==> src/gfre_pkg.sv <==
package gfre_pkg;

	// sample and kernel geometry
	localparam int SAMPLE_BITS = 16;
	localparam int MAX_RADIUS  = 6;
	localparam int WIN         = 2 * MAX_RADIUS + 1;
	localparam int WIN_IDX_W   = $clog2(WIN);
	localparam int POS_SAT     = 2 * MAX_RADIUS + 2;
	localparam int POS_W       = $clog2(POS_SAT + 1);
	localparam int TAP_COUNT   = 7;
	localparam int TAP_IDX_W   = $clog2(TAP_COUNT);
	localparam int TAP_W       = 16;
	localparam int RAD_W       = 3;
	localparam int J_W         = $clog2(WIN);

	// arithmetic widths
	localparam int FRAC_BITS = 15;
	localparam int PROD_W    = SAMPLE_BITS + TAP_W + 1;
	localparam int ACC_W     = PROD_W + 4;

	// configuration port
	localparam int REG_IDX_W = 3;
	localparam int CFG_W     = 16;
	localparam logic [REG_IDX_W-1:0] REG_RADIUS     = REG_IDX_W'(0);
	localparam logic [REG_IDX_W-1:0] REG_TAP_CENTER = REG_IDX_W'(1);
	localparam logic [TAP_W-1:0]     TAP_ONE        = TAP_W'(32768);

	// small queues between the parts
	localparam int QDEPTH = 2;
	localparam int QPTR_W = $clog2(QDEPTH);
	localparam int QCNT_W = $clog2(QDEPTH + 1);

	typedef logic [TAP_COUNT-1:0][TAP_W-1:0] tap_arr_t;

	typedef enum logic [1:0] {
		CMD_NONE,
		CMD_ONE,
		CMD_SHORT,
		CMD_FLUSH
	} cmd_kind_t;

	typedef struct packed {
		logic signed [SAMPLE_BITS-1:0] sample;
		cmd_kind_t                     kind;
		logic [POS_W-1:0]              m;
		logic [RAD_W-1:0]              r;
	} cmd_t;

	typedef struct packed {
		logic signed [SAMPLE_BITS-1:0] filtered;
		logic                          final_result;
		logic                          too_short;
	} res_t;

	typedef enum logic [2:0] {
		BK_IDLE,
		BK_MAC,
		BK_DRAIN,
		BK_OUT,
		BK_SHORT
	} bk_state_t;

endpackage

==> src/gfre_front.sv <==
module gfre_front
	import gfre_pkg::*;
(
	input  logic                          clk,
	input  logic                          arst_n,
	input  logic                          push,
	output logic                          full,
	input  logic signed [SAMPLE_BITS-1:0] sample_in,
	input  logic                          end_of_block,
	input  logic [RAD_W-1:0]              radius,
	output logic                          cmd_valid,
	output cmd_t                          cmd,
	input  logic                          cmd_pop
);

	logic [POS_W-1:0]  pos_q;
	logic [POS_W-1:0]  pos_next;
	logic [POS_W-1:0]  m_c;
	logic [RAD_W-1:0]  r_c;
	cmd_kind_t         kind_c;
	logic              accept;
	cmd_t              cmd_mem_q [QDEPTH];
	logic [QPTR_W-1:0] wr_ptr_q;
	logic [QPTR_W-1:0] rd_ptr_q;
	logic [QCNT_W-1:0] cnt_q;

	assign accept    = push && !full;
	assign full      = (cnt_q == QCNT_W'(QDEPTH));
	assign cmd_valid = (cnt_q != '0);
	assign cmd       = cmd_mem_q[rd_ptr_q];

	// classify the incoming sample by block position
	always_comb begin
		r_c      = (radius > RAD_W'(MAX_RADIUS)) ? RAD_W'(MAX_RADIUS) : radius;
		pos_next = (pos_q < POS_W'(POS_SAT)) ? pos_q + POS_W'(1) : pos_q;
		m_c      = pos_next - POS_W'(1);
		if (!end_of_block) begin
			kind_c = (m_c >= POS_W'(r_c)) ? CMD_ONE : CMD_NONE;
		end else begin
			kind_c = (pos_next < POS_W'(r_c)) ? CMD_SHORT : CMD_FLUSH;
		end
	end

	// block position
	always_ff @(posedge clk or negedge arst_n) begin
		if (!arst_n) begin
			pos_q <= '0;
		end else if (accept) begin
			pos_q <= end_of_block ? '0 : pos_next;
		end
	end

	// command queue storage
	always_ff @(posedge clk) begin
		if (accept) begin
			cmd_mem_q[wr_ptr_q] <= '{sample: sample_in, kind: kind_c, m: m_c, r: r_c};
		end
	end

	// command queue pointers
	always_ff @(posedge clk or negedge arst_n) begin
		if (!arst_n) begin
			wr_ptr_q <= '0;
			rd_ptr_q <= '0;
			cnt_q    <= '0;
		end else begin
			if (accept) begin
				wr_ptr_q <= wr_ptr_q + QPTR_W'(1);
			end
			if (cmd_pop) begin
				rd_ptr_q <= rd_ptr_q + QPTR_W'(1);
			end
			cnt_q <= cnt_q + QCNT_W'(accept) - QCNT_W'(cmd_pop);
		end
	end

endmodule

==> src/gfre_back.sv <==
module gfre_back
	import gfre_pkg::*;
(
	input  logic                          clk,
	input  logic                          arst_n,
	input  logic                          cmd_valid,
	input  cmd_t                          cmd,
	output logic                          cmd_pop,
	input  tap_arr_t                      taps,
	output logic                          empty,
	input  logic                          pop,
	output logic signed [SAMPLE_BITS-1:0] filtered,
	output logic                          final_result,
	output logic                          too_short
);

	localparam logic signed [ACC_W-1:0] ACC_HALF    = ACC_W'(2 ** (FRAC_BITS - 1));
	localparam logic signed [ACC_W-1:0] ACC_HALF_M1 = ACC_W'(2 ** (FRAC_BITS - 1) - 1);
	localparam logic signed [ACC_W-1:0] ACC_SMAX    = ACC_W'(2 ** (SAMPLE_BITS - 1) - 1);
	localparam logic signed [ACC_W-1:0] ACC_SMIN    = -ACC_SMAX - ACC_W'(1);
	localparam int D_W = POS_W + 3;

	bk_state_t state_q, state_next;

	logic signed [SAMPLE_BITS-1:0] window_q [WIN];
	logic [POS_W-1:0]              m_q;
	logic [RAD_W-1:0]              r_q;
	logic                          last_q;
	logic [RAD_W-1:0]              e_q;
	logic [J_W-1:0]                j_q;
	logic signed [ACC_W-1:0]       acc_q;
	logic signed [PROD_W-1:0]      prod_s1;
	logic                          pv_s1;

	logic                          load;
	logic                          next_out;
	logic                          res_push;
	logic                          res_room;
	logic                          mac_done;
	res_t                          res_c;

	logic signed [D_W-1:0]         d0, d1, d2, m_s;
	logic [WIN_IDX_W-1:0]          win_idx;
	logic signed [D_W-1:0]         tt;
	logic [TAP_IDX_W-1:0]          tap_idx;
	logic signed [SAMPLE_BITS-1:0] win_sel;
	logic [TAP_W-1:0]              tap_sel;
	logic signed [PROD_W-1:0]      prod_c;
	logic signed [ACC_W-1:0]       rnd;
	logic signed [ACC_W-1:0]       q;
	logic signed [SAMPLE_BITS-1:0] sat_c;

	res_t              res_mem_q [QDEPTH];
	logic [QPTR_W-1:0] wr_ptr_q;
	logic [QPTR_W-1:0] rd_ptr_q;
	logic [QCNT_W-1:0] cnt_q;
	logic              res_pop;

	// mirrored window address for the current tap
	always_comb begin
		m_s = D_W'(m_q);
		d0  = D_W'(e_q) + D_W'(r_q) - D_W'(j_q);
		if (d0 < 0) begin
			d1 = last_q ? (-d0 - D_W'(1)) : '0;
		end else begin
			d1 = d0;
		end
		d2 = (d1 > m_s) ? (m_s + m_s + D_W'(1) - d1) : d1;
		if (d2 < 0) begin
			win_idx = '0;
		end else if (d2 > D_W'(WIN - 1)) begin
			win_idx = WIN_IDX_W'(WIN - 1);
		end else begin
			win_idx = d2[WIN_IDX_W-1:0];
		end
		tt      = D_W'(j_q) - D_W'(r_q);
		tap_idx = (tt < 0) ? TAP_IDX_W'(-tt) : TAP_IDX_W'(tt);
		win_sel = window_q[win_idx];
		tap_sel = taps[tap_idx];
		prod_c  = $signed({1'b0, tap_sel}) * win_sel;
	end

	// round half away from zero, then saturate
	always_comb begin
		rnd = acc_q + (acc_q[ACC_W-1] ? ACC_HALF_M1 : ACC_HALF);
		q   = rnd >>> FRAC_BITS;
		if (q > ACC_SMAX) begin
			sat_c = ACC_SMAX[SAMPLE_BITS-1:0];
		end else if (q < ACC_SMIN) begin
			sat_c = ACC_SMIN[SAMPLE_BITS-1:0];
		end else begin
			sat_c = q[SAMPLE_BITS-1:0];
		end
	end

	assign mac_done = (j_q == {r_q, 1'b0});
	assign res_room = (cnt_q != QCNT_W'(QDEPTH));

	// sequencer next state and controls
	always_comb begin
		state_next = state_q;
		cmd_pop    = 1'b0;
		load       = 1'b0;
		next_out   = 1'b0;
		res_push   = 1'b0;
		res_c      = '{filtered: sat_c, final_result: (!last_q || e_q == '0) && last_q,
			too_short: 1'b0};
		case (state_q)
			BK_IDLE: begin
				if (cmd_valid) begin
					cmd_pop = 1'b1;
					load    = 1'b1;
					case (cmd.kind)
						CMD_ONE, CMD_FLUSH: state_next = BK_MAC;
						CMD_SHORT:          state_next = BK_SHORT;
						default:            state_next = BK_IDLE;
					endcase
				end
			end
			BK_MAC: begin
				if (mac_done) begin
					state_next = BK_DRAIN;
				end
			end
			BK_DRAIN: begin
				state_next = BK_OUT;
			end
			BK_OUT: begin
				if (res_room) begin
					res_push = 1'b1;
					if (last_q && e_q != '0) begin
						next_out   = 1'b1;
						state_next = BK_MAC;
					end else begin
						state_next = BK_IDLE;
					end
				end
			end
			BK_SHORT: begin
				res_c = '{filtered: '0, final_result: 1'b1, too_short: 1'b1};
				if (res_room) begin
					res_push   = 1'b1;
					state_next = BK_IDLE;
				end
			end
			default: begin
				state_next = BK_IDLE;
			end
		endcase
	end

	always_ff @(posedge clk or negedge arst_n) begin
		if (!arst_n) begin
			state_q <= BK_IDLE;
		end else begin
			state_q <= state_next;
		end
	end

	// command context and tap counters
	always_ff @(posedge clk or negedge arst_n) begin
		if (!arst_n) begin
			m_q    <= '0;
			r_q    <= '0;
			last_q <= 1'b0;
			e_q    <= '0;
			j_q    <= '0;
			pv_s1  <= 1'b0;
		end else begin
			pv_s1 <= (state_q == BK_MAC);
			if (load) begin
				m_q    <= cmd.m;
				r_q    <= cmd.r;
				last_q <= (cmd.kind == CMD_FLUSH);
				if (cmd.kind == CMD_FLUSH && cmd.m < POS_W'(cmd.r)) begin
					e_q <= cmd.m[RAD_W-1:0];
				end else begin
					e_q <= cmd.r;
				end
				j_q <= '0;
			end else if (next_out) begin
				e_q <= e_q - RAD_W'(1);
				j_q <= '0;
			end else if (state_q == BK_MAC) begin
				j_q <= j_q + J_W'(1);
			end
		end
	end

	// sample window, product register and accumulator
	always_ff @(posedge clk) begin
		if (load) begin
			window_q[0] <= cmd.sample;
			for (int i = 1; i < WIN; i++) begin
				window_q[i] <= window_q[i-1];
			end
		end
		prod_s1 <= prod_c;
		if (load || next_out) begin
			acc_q <= '0;
		end else if (pv_s1) begin
			acc_q <= acc_q + {{(ACC_W - PROD_W){prod_s1[PROD_W-1]}}, prod_s1};
		end
	end

	// result queue
	assign empty        = (cnt_q == '0);
	assign res_pop      = pop && !empty;
	assign filtered     = res_mem_q[rd_ptr_q].filtered;
	assign final_result = res_mem_q[rd_ptr_q].final_result;
	assign too_short    = res_mem_q[rd_ptr_q].too_short;

	always_ff @(posedge clk) begin
		if (res_push) begin
			res_mem_q[wr_ptr_q] <= res_c;
		end
	end

	always_ff @(posedge clk or negedge arst_n) begin
		if (!arst_n) begin
			wr_ptr_q <= '0;
			rd_ptr_q <= '0;
			cnt_q    <= '0;
		end else begin
			if (res_push) begin
				wr_ptr_q <= wr_ptr_q + QPTR_W'(1);
			end
			if (res_pop) begin
				rd_ptr_q <= rd_ptr_q + QPTR_W'(1);
			end
			cnt_q <= cnt_q + QCNT_W'(res_push) - QCNT_W'(res_pop);
		end
	end

endmodule

==> src/gaussian_fir_reflect_edges.sv <==
// Symmetric Gaussian FIR (radius 0..6, Q1.15 taps) over blocks of signed 16-bit samples,
// with mirrored block edges. Each input sample, pushed through a queue-style port, yields
// at most one result once more than radius samples of the block have been seen; the
// sample flagged end_of_block flushes up to radius+1 results, or one too_short result
// when the block was shorter than radius. The user must write taps and radius through
// the cfg port only while the block is idle; the block itself does not enforce this.
// A front stage classifies samples into a two-entry command queue; the back end fetches
// each command and runs one tap per cycle through one shared multiplier. Results wait in
// a two-entry output queue, so both sides may stall independently.
module gaussian_fir_reflect_edges
	import gfre_pkg::*;
(
	input  logic                          clk,
	input  logic                          arst_n,
	input  logic                          push,
	output logic                          full,
	input  logic signed [SAMPLE_BITS-1:0] sample_in,
	input  logic                          end_of_block,
	output logic                          empty,
	input  logic                          pop,
	output logic signed [SAMPLE_BITS-1:0] filtered,
	output logic                          final_result,
	output logic                          too_short,
	input  logic                          cfg_valid,
	output logic                          cfg_ready,
	input  logic [REG_IDX_W-1:0]          cfg_index,
	input  logic [CFG_W-1:0]              cfg_data
);

	logic [RAD_W-1:0]     radius_q;
	tap_arr_t             taps_q;
	logic [REG_IDX_W-1:0] tap_wr_idx;
	logic                 cmd_valid;
	logic                 cmd_pop;
	cmd_t                 cmd;

	assign cfg_ready  = 1'b1;
	assign tap_wr_idx = cfg_index - REG_TAP_CENTER;

	// configuration registers
	always_ff @(posedge clk or negedge arst_n) begin
		if (!arst_n) begin
			radius_q <= '0;
			taps_q   <= {{((TAP_COUNT - 1) * TAP_W){1'b0}}, TAP_ONE};
		end else if (cfg_valid && cfg_ready) begin
			case (cfg_index)
				REG_RADIUS: radius_q <= cfg_data[RAD_W-1:0];
				default:    taps_q[tap_wr_idx[TAP_IDX_W-1:0]] <= cfg_data[TAP_W-1:0];
			endcase
		end
	end

	gfre_front u_front (
		.clk          (clk),
		.arst_n       (arst_n),
		.push         (push),
		.full         (full),
		.sample_in    (sample_in),
		.end_of_block (end_of_block),
		.radius       (radius_q),
		.cmd_valid    (cmd_valid),
		.cmd          (cmd),
		.cmd_pop      (cmd_pop)
	);

	gfre_back u_back (
		.clk          (clk),
		.arst_n       (arst_n),
		.cmd_valid    (cmd_valid),
		.cmd          (cmd),
		.cmd_pop      (cmd_pop),
		.taps         (taps_q),
		.empty        (empty),
		.pop          (pop),
		.filtered     (filtered),
		.final_result (final_result),
		.too_short    (too_short)
	);

endmodule

==> config.mk <==
export PLATFORM = sky130hd
export DESIGN_NAME = gaussian_fir_reflect_edges
export DESIGN_NICKNAME = d
export VERILOG_FILES = /design/src/gfre_pkg.sv /design/src/gfre_front.sv /design/src/gfre_back.sv /design/src/gaussian_fir_reflect_edges.sv
export SDC_FILE = /design/constraint.sdc
export NUM_CORES = 1
export LEC_CHECK = 0
export BUFFER_PORTS_ARGS = -buffer_cell sky130_fd_sc_hd__buf_4
export CORE_MARGIN = 3
export CORE_UTILIZATION = 57
export CTS_CLUSTER_DIAMETER = 30
export DETAILED_ROUTE_END_ITERATION = 16
export GPL_ROUTABILITY_DRIVEN = 0
export HOLD_SLACK_MARGIN = 0.02
export PLACE_DENSITY = 0.69
export SLEW_MARGIN = 20
export SYNTH_ARGS = -nofsm -noshare
export SYNTH_HDL_FRONTEND = slang
export SYNTH_SLANG_ARGS = --single-unit
==> constraint.sdc <==
create_clock -name clk -period 12.7 [get_ports clk]
set_clock_uncertainty 0.2 [all_clocks]
set_input_delay 1.27 -clock clk [delete_from_list [all_inputs] [get_ports clk]]
set_output_delay 1.27 -clock clk [all_outputs]
set_load 0.03 [all_outputs]
-- Word level (Yosys, flattened, before mapping)
Memories as Yosys holds them, arrays and structs flattened.
Cells that the tools add are included.
- register bits after elaboration: 216
- memory bits (writable): 294
- input bits: 41
- output and inout bits: 21
- word-level logic and storage cells: 153
- memories kept: 3
- add/subtract/negate cells: 24
- multipliers: 1
- magnitude comparators: 15
- eq/ne operators: 14
- mux-type cells: 47
- bitwise gates (word level): 1
- reduce and logical (&&, ||, !) cells: 24
- memory list (name ; words ; bits a word ; read ports ; clocked after Yosys merged registers in ; write ports ; RTL line ; text):
    u_back.window_q ; 13 ; 16 ; 13 ; 0 ; 13 ; gfre_back.sv:25 ; logic signed [SAMPLE_BITS-1:0] window_q [WIN];
    u_front.cmd_mem_q ; 2 ; 25 ; 1 ; 0 ; 1 ; gfre_front.sv:22 ; cmd_t cmd_mem_q [QDEPTH];
    u_back.res_mem_q ; 2 ; 18 ; 1 ; 0 ; 1 ; gfre_back.sv:53 ; res_t res_mem_q [QDEPTH];
- operators with widths (kind ; number):
    112-bit bitwise mux ; 1
    16-bit two-way mux ; 4
    16-bit binary-select mux with 3-bit select ; 1
    16-bit demux with 3-bit select ; 1
    37-bit by 16-bit adder with 37-bit output ; 1
    37-bit adder ; 1
    17-bit by 16-bit multiplier with 33-bit output ; 1
    4-bit two-way mux ; 7
    3-bit two-way mux ; 9
    22-bit by 16-bit greater-than comparator with 1-bit output (second input constant) ; 1
    22-bit by 16-bit < comparator with 1-bit output (second input constant) ; 1
    7-bit two-way mux ; 3
    18-bit two-way mux ; 1
    1-bit two-way mux ; 16
    15-bit two-way mux ; 1
    3-bit case mux with 5 select lines ; 1
    7-bit by 1-bit < comparator with 1-bit output (second input constant) ; 2
    3-bit zero test ; 3
    4-bit by 1-bit adder with 4-bit output (second input constant) ; 2
    3-bit by 4-bit < comparator with 1-bit output (second input constant) ; 2
    4-bit by 3-bit < comparator with 1-bit output ; 2
    7-bit by 2-bit adder with 7-bit output (second input constant) ; 1
    7-bit by 5-bit greater-than comparator with 1-bit output ; 1
    7-bit by 5-bit greater-than comparator with 1-bit output (second input constant) ; 1
    38 further kinds ; 62

-- Longest topological paths before layout
Gate-level depths: netlist (run 1).
An unclocked memory read counts as a cell.
- depth after elaboration: 13
- mapped depth: 50
- depth with buffers taken out: 46

-- Cells and area by module
Synthesis (run 1) repeated with hierarchy kept, for this count alone.
- cell total of the unflattened synthesis: 2877
- area total of the unflattened synthesis: 32650.1 µm²
- by module, submodules not included (module ; times used ; cells each ; area each (µm²) ; seq. area each (µm²)):
    gfre_back ; 1 ; 2460 ; 25710.9 ; 9303.9
    gaussian_fir_reflect_edges ; 1 ; 261 ; 4443.0 ; 2879.0
    gfre_front ; 1 ; 156 ; 2496.1 ; 1701.6

-- Worst setup path before layout (run 1)
No wires, ideal clock.
- kind: register to register
- start point: register u_back.j_q[0]
- end point: register u_back.prod_s1[30]
- setup time: 0.127 ns
- arrival: 11.376 ns
- required time: 12.373 ns
- path slack: 0.997 ns
- cell stages (with the launch flop): 47
- buffers on the path: 3
- clock period less this slack: 11.703 ns
- path through: dfrtp_1 > inv_1 > ha_1 > inv_2 > clkbuf_1 > ha_1 > fa_1 > xnor2_1 > a21oi_1 > o32ai_2 > inv_2 > ha_1 > ha_1 > fa_1 > nor2_1 > a21o_1 > a32oi_1 > a21o_1 > [... 11 more ...] > fa_1 > inv_1 > fa_1 > fa_1 > inv_1 > fa_1 > inv_1 > ha_1 > a21o_1 > a21oi_1 > o21ai_0 > a311oi_1 > o211ai_1 > a41o_1 > o41ai_1 > o21ba_2 > o21ai_0 > xor2_1
- longest elaborated chain between the ends: 12
- elaborated cells between the ends (all ways): 21
- those cells by class: add/sub (6); mul (1); order compare (5); mux (8); memory (1)
- ends and longest elaborated chain (element ; RTL line ; text):
    start: declaration ; gfre_back.sv:30 ; logic [J_W-1:0] j_q;
    start signal: assignment ; gfre_back.sv:185 ; j_q <= j_q + J_W'(1);
    4-bit by 4-bit subtractor with 5-bit output ; gfre_back.sv:62 ; d0 = D_W'(e_q) + D_W'(r_q) - D_W'(j_q);
    7-bit negation ; gfre_back.sv:64 ; d1 = last_q ? (-d0 - D_W'(1)) : '0;
    7-bit by 1-bit subtractor with 7-bit output ; gfre_back.sv:64 ;
    7-bit two-way mux ; gfre_back.sv:64 ;
    7-bit two-way mux ; gfre_back.sv:63 ; if (d0 < 0) begin
    7-bit subtractor or 7-bit by 5-bit greater-than comparator with 1-bit output (tied branches) ; gfre_back.sv:68 ; d2 = (d1 > m_s) ? (m_s + m_s + D_W'(1) - d1) : d1;
    7-bit two-way mux ; gfre_back.sv:68 ;
    7-bit by 5-bit greater-than comparator with 1-bit output ; gfre_back.sv:71 ; end else if (d2 > D_W'(WIN - 1)) begin
    4-bit two-way mux ; gfre_back.sv:71 ;
    4-bit two-way mux ; gfre_back.sv:69 ; if (d2 < 0) begin
    memory 13 x 16 bit ; - ;
    17-bit by 16-bit multiplier with 33-bit output (*) ; gfre_back.sv:80 ; prod_c = $signed({1'b0, tap_sel}) * win_sel;
    net u_back.prod_c[30] ; gfre_back.sv:48 ; logic signed [PROD_W-1:0] prod_c;
    end signal: assignment ; gfre_back.sv:198 ; prod_s1 <= prod_c;
    end: declaration ; gfre_back.sv:32 ; logic signed [PROD_W-1:0] prod_s1;
The timed path passes the listed nets; every way through them passes the cells marked *. The select of a mux whose other input is x is not followed.
A chain may end at the register's enable or synchronous reset.

-- Final worst setup path (run 1)
Ends and elaborated chain as after synthesis.

==> metrics.txt, run 1 <==
Initial Util 57.8%; area of the core 0.0566 mm²; CTS clock-pin slew for the worst setup and hold paths 0.05 ns; CTS Root Cell clkbuf_16; largest net degree at the start of global routing 93; Tcrit/Tclk final 95.1%; height of the die 245 µm; drt pass-1 iters 6; RSZ-0062 raised after global routing false; synthesized area 0.0327 mm²; R2R depth 44; synth top area cells edfxtp_1 (27%), fa_1 (12%), dfrtp_1 (11%), ha_1 (8.1%), mux2_2 (6.2%); max-slew violation count 0; total gr overflow 0; slowest cell delay on critical path 0.60 ns; CP Max Fanout 15; Final ANT Viol Nets 0; most frequent cells after synthesis inv_1 (328), edfxtp_1 (294), ha_1 (211); Synth Instances 2860; critical path class flip-flop to flip-flop; status completed; Detailed Route Iter0 Violations 1692; Critical Path RT 13.01 ns; dpl hpwl 53000 µm; Port Buffers 60; final WL 74200 µm; asr flop ratio synth 28.6%; R2R Setup Slk 0.62 ns; max_cap viols 0; Rows 87; worst setup path start u_back.j_q[0]; cell with the most instances after synthesis inv_1; flops & latches, synth 510; number of antenna violations at the first check in global routing 0; slew margin rel. 24.1%; r2r endpoint u_back.prod_s1[30]; CP Launch Type flip-flop; drt wl/cell 19.5 µm; CTS Buffer Depth 3; Clk Latency, worst-skew pair 0.65 ns; end of the critical path u_back.prod_s1[30]; CP Data Arrival Time 12.39 ns; worst r2r src u_back.j_q[0]; Synthesis Warnings 0; Primary FF master, synth edfxtp_1; routed via count 21986; htree depth 3; GRT Resource Usage Total 25.2%; first-pass GRT wire length 121000 µm; final number of setup-violating endpoints 0; IO Pins 62; Hold Buf Count CTS 0; nets 3406; Sink Count 510; Residual DRC 0; final hold vios 0; sequential area share after synthesis 42.5%; routed vias/inst 5.79; layout cells sized above 1 18.1%; Tmin final 12.08 ns; post-synthesis cell type count 94; Filler cells 4189; Min-Delay Path Class flip-flop to flip-flop; fmax 82.8 MHz; crit path capture type flip-flop; Critical Path Most Common Cell fa_1; Crit-path slowest cell fa_1; Avg Inst Size Synth 11.4 µm²; Synth area leader edfxtp_1; vias in the first global route 23056; Die Area 0.0603 mm²; Synth-to-Final Area Change 15.1%; Die Width 245 µm; ant diodes 0; number of synthesized flops with an enable pin 294; worst slew pin tran 1.13 ns; hold depth 0; CTS tree done; share of the synthesized area in the top cell type 27.0%; number of buffers created by CTS 99; total negative slack 0 ns
[metrics by stage]
step	hold slack [ns]	cells	utilization [%]	instance area (µm²)	setup WS (ns)
after global placement	0.227	3604	59.9	33900	0.545
after CTS	0.245	3791	66.2	37500	0.106
after detailed placement	0.231	3604	59.9	33900	0.154
after floorplan	0.219	2862	-	32700	0.997
after global routing	0.250	3796	66.5	37600	0.00835
final	0.244	3796	66.5	37600	0.622
[cell usage in the layout (no fill, tap or decap), types with 12 or more instances in the layout]
cell       synthesis  final
nor3_1            22     20
nand2b_1          29     29
buf_4             12    106
mux2i_1           70     70
dfxtp_1           70     70
o22a_1            17     16
o21a_1            12     12
and2_1            40     38
bufinv_16          0     14
xnor2_1           59     59
o21ai_0          102    100
a211oi_1          14     14
mux2_2           180    179
inv_1            328    328
a21o_1            30     30
o31ai_1           20     19
clkbuf_16          0     99
and3_1            12     12
edfxtp_1         294    294
o211ai_1          23     23
ha_1             211    211
clkinv_2           0     18
nor2_1           185    183
mux4_2            17     17
or3_1             24     24
xor2_1            35     35
a32oi_1           16     15
fa_1             200    200
nor2b_1           41     41
nand4_1           13     13
a21oi_1          114    113
dfrtp_1          145    145
nand2_1          209    208
a31oi_1           25     25
nand3_1           44     44
[critical path: cells and delay by family, from the launching register on]
kind | cells | cell delay [ns]
xor+xnor | 2 | 0.40
fa+ha+maj | 13 | 5.43
simple gates | 4 | 0.89
flops | 1 | 0.44
compound gates | 17 | 3.75
buf+inv | 8 | 0.79
[registers in the layout, summed over array words and instances, names as in the netlist, 2 cells and up]
name               cells
u_back.acc_q          37
u_back.cnt_q           2
u_back.res_mem_q      36
u_back.prod_s1        33
radius_q               3
u_back.e_q             3
u_back.r_q             3
u_front.cmd_mem_q     50
u_back.window_q      208
u_front.pos_q          4
u_back.state_q         3
u_back.j_q             4
u_back.m_q             4
u_front.cnt_q          2
taps_q               112
[per-layer routing]
metal	wire length, µm	vias up	global-route usage (%)
met5	0	-	0
met4	1970	0	8.34
met3	5540	146	4.77
met2	34500	749	40.5
met1	32200	10874	34.6
li1	-	10217	-
[final cells by class]
cell class | instances | area, µm² | share of cell area, %
flip-flops and latches | 510 | 13900 | 36.9
multi-input cells | 1903 | 17200 | 45.6
clock buffers | 115 | 2640 | 7.01
clock inverters | 72 | 925 | 2.46
repair buffers | 108 | 818 | 2.17
inverters | 332 | 1250 | 3.32
well taps | 756 | 946 | 2.51
[cells by family (layout without fill, tap and decap cells)]
group	count (synthesis)	in the layout	synth area share (%)
buffers and inverters	450	627	5.57
XOR/XNOR	95	95	2.57
flip-flops	510	510	42.5
adder cells (fa/ha/maj)	411	411	20.3
AO/OA/AOI/OAI	470	470	9.94
multiplexers	273	273	9.76
other	1	3	0.0115
AND/OR/NAND/NOR	650	651	9.36
[worst min path at each step]
stage | startpoint | to | slack (ns)
after floorplan | u_back.window_q[1][0] | u_back.window_q[2][0] | 0.22
after global placement | u_back.window_q[10][3] | u_back.window_q[11][3] | 0.23
after detailed placement | u_back.window_q[4][6] | u_back.window_q[5][6] | 0.23
after CTS | u_back.window_q[10][12] | u_back.window_q[11][12] | 0.24
after global routing | u_back.window_q[5][3] | u_back.window_q[6][3] | 0.25
final | u_back.window_q[10][12] | u_back.window_q[11][12] | 0.24
[repair_timing]
item / CTS / global route
endpoints found under the setup margin: 0 / 7
setup buffers: 0 / 4
gates resized for setup: 0 / 21
Power of run 1 is left out: the tool's default activity adds up to more than one toggle a clock period on the data nets, which glitch-free logic cannot reach.
==> run 2, diff against run 1 <==
- CTS_BUF_LIST: not set -> sky130_fd_sc_hd__clkbuf_16
- SKIP_LAST_GASP: not set -> 1
==> metrics.txt, run 2 (synthesized netlist as in run 1, its figures left out) <==
CP Launch Type flip-flop (unchanged); Detailed Route Iter0 Violations 1729 (was 1692); Critical Path Most Common Cell fa_1 (unchanged); largest net degree at the start of global routing 93 (unchanged); area of the core 0.0566 mm² (unchanged); routed vias/inst 5.78 (was 5.79); Port Buffers 60 (unchanged); vias in the first global route 23017 (was 23056); dpl hpwl 53000 µm (unchanged); status completed (unchanged); CTS clock-pin slew for the worst setup and hold paths 0.05 ns (about the same); htree depth 3 (unchanged); Initial Util 57.8% (unchanged); CP Data Arrival Time 12.34 ns (was 12.39 ns); worst r2r src u_back.j_q[0] (unchanged); most common cell after layout, fill and taps aside inv_1 (unchanged); Tcrit/Tclk final 94.6% (was 95.1%); Crit-path slowest cell fa_1 (unchanged); max-slew violation count 0 (unchanged); Rows 87 (unchanged); worst hold start u_back.window_q[4][11] (was u_back.window_q[10][12]); final hold vios 0 (unchanged); slowest cell delay on critical path 0.59 ns (was 0.60 ns); Residual DRC 0 (unchanged); IO Pins 62 (unchanged); number of buffers created by CTS 99 (unchanged); Top reg by flops u_back.window_q (unchanged); Filler cells 4209 (was 4189); Min-Delay Path Class flip-flop to flip-flop (unchanged); GRT Resource Usage Total 25.1% (was 25.2%); Clk Latency, worst-skew pair 0.65 ns (about the same); Crit path max-delay family adder cells (unchanged); height of the die 245 µm (unchanged); max_cap viols 0 (unchanged); Die Area 0.0603 mm² (unchanged); Critical Path RT 13.02 ns (was 13.01 ns); number of antenna violations at the first check in global routing 0 (unchanged); worst slew pin tran 1.12 ns (was 1.13 ns); layout cells sized above 1 17.8% (was 18.1%); slew margin rel. 24.6% (was 24.1%); critical path class flip-flop to flip-flop (unchanged); first-pass GRT wire length 121000 µm (about the same); fmax 83.2 MHz (was 82.8 MHz); CTS tree done (unchanged); crit path capture type flip-flop (unchanged); Tmin final 12.02 ns (was 12.08 ns); CP Max Fanout 15 (unchanged); drt pass-1 iters 5 (was 6); ant diodes 0 (unchanged); Sink Count 510 (unchanged); most frequent cells in the layout inv_1 (334), edfxtp_1 (294), ha_1 (211) (was inv_1 (328), edfxtp_1 (294), ha_1 (211)); max reg flops 208 (unchanged); final number of setup-violating endpoints 0 (unchanged); Final ANT Viol Nets 0 (unchanged); total negative slack 0 ns (unchanged); worst setup path start u_back.j_q[0] (unchanged); final WL 73800 µm (was 74200 µm); Synth-to-Final Area Change 14.8% (was 15.1%); nets 3406 (unchanged); drt wl/cell 19.4 µm (was 19.5 µm); R2R Setup Slk 0.68 ns (was 0.62 ns); register area 0.0139 mm² (unchanged); multi-input logic area 0.0172 mm² (unchanged); total gr overflow 0 (unchanged); Die Width 245 µm (unchanged); Buf/Inv on CP 7 (was 8); CTS Root Cell clkbuf_16 (unchanged); CTS Buffer Depth 3 (unchanged); Largest regs u_back.window_q: 208 flops, taps_q: 112 flops, u_front.cmd_mem_q: 50 flops (unchanged); RSZ-0062 raised after global routing false (unchanged); routed via count 21938 (was 21986)
run 2: cell types whose count changed in the layout (fill, tap and decap cells not counted), sizes merged:
cell    change
clkbuf     -16
clkinv     +10
inv         +6
run 2: layout make-up:
type | instances | share of cell area [%]
clock buffers | 99 | 6.60
clock inverters | 88 | 2.62
inverters | 332 | 3.33
multi-input cells | 1903 | 45.8
flip-flops and latches | 510 | 37.0
well taps | 756 | 2.52
repair buffers | 108 | 2.18
run 2: metrics by stage:
stage                     hold WS [ns]  cell area, µm²  worst slack, ns  cells  utilization (%)
after floorplan                  0.219           32700            0.997   2862                -
after global placement           0.227           33900            0.545   3604             59.9
after detailed placement         0.231           33900            0.154   3604             59.9
after CTS                        0.245           37400            0.106   3791             66.0
after global routing             0.250           37500          0.00888   3796             66.3
final                            0.244           37500            0.683   3796             66.3
run 2: per-layer routing:
metal | vias to the layer above | track usage [%] | wire (µm)
met1 | 10823 | 34.5 | 31800
met3 | 151 | 4.80 | 5780
met4 | 0 | 8.41 | 1980
met5 | - | 0 | 0
met2 | 765 | 40.3 | 34200
li1 | 10199 | - | -
run 2: worst paths after layout:
check                      cells past startpoint                     end
max                                           43      u_back.prod_s1[30]
min                                            0  u_back.window_q[5][11]
max reg2reg                                   43      u_back.prod_s1[30]
min reg2reg                                    0  u_back.window_q[5][11]
max in group asynchronous                      2              taps_q[42]
min in group asynchronous                      1         u_back.rd_ptr_q
run 2: repair_timing:
| item | CTS | global route |
|---|---|---|
| buffers inserted | 0 | 4 |
| hold buffers | 0 | 0 |
| endpoints found under the setup margin | 0 | 7 |
| resized for setup | 0 | 21 |
Power of run 2 is left out for the same reason.
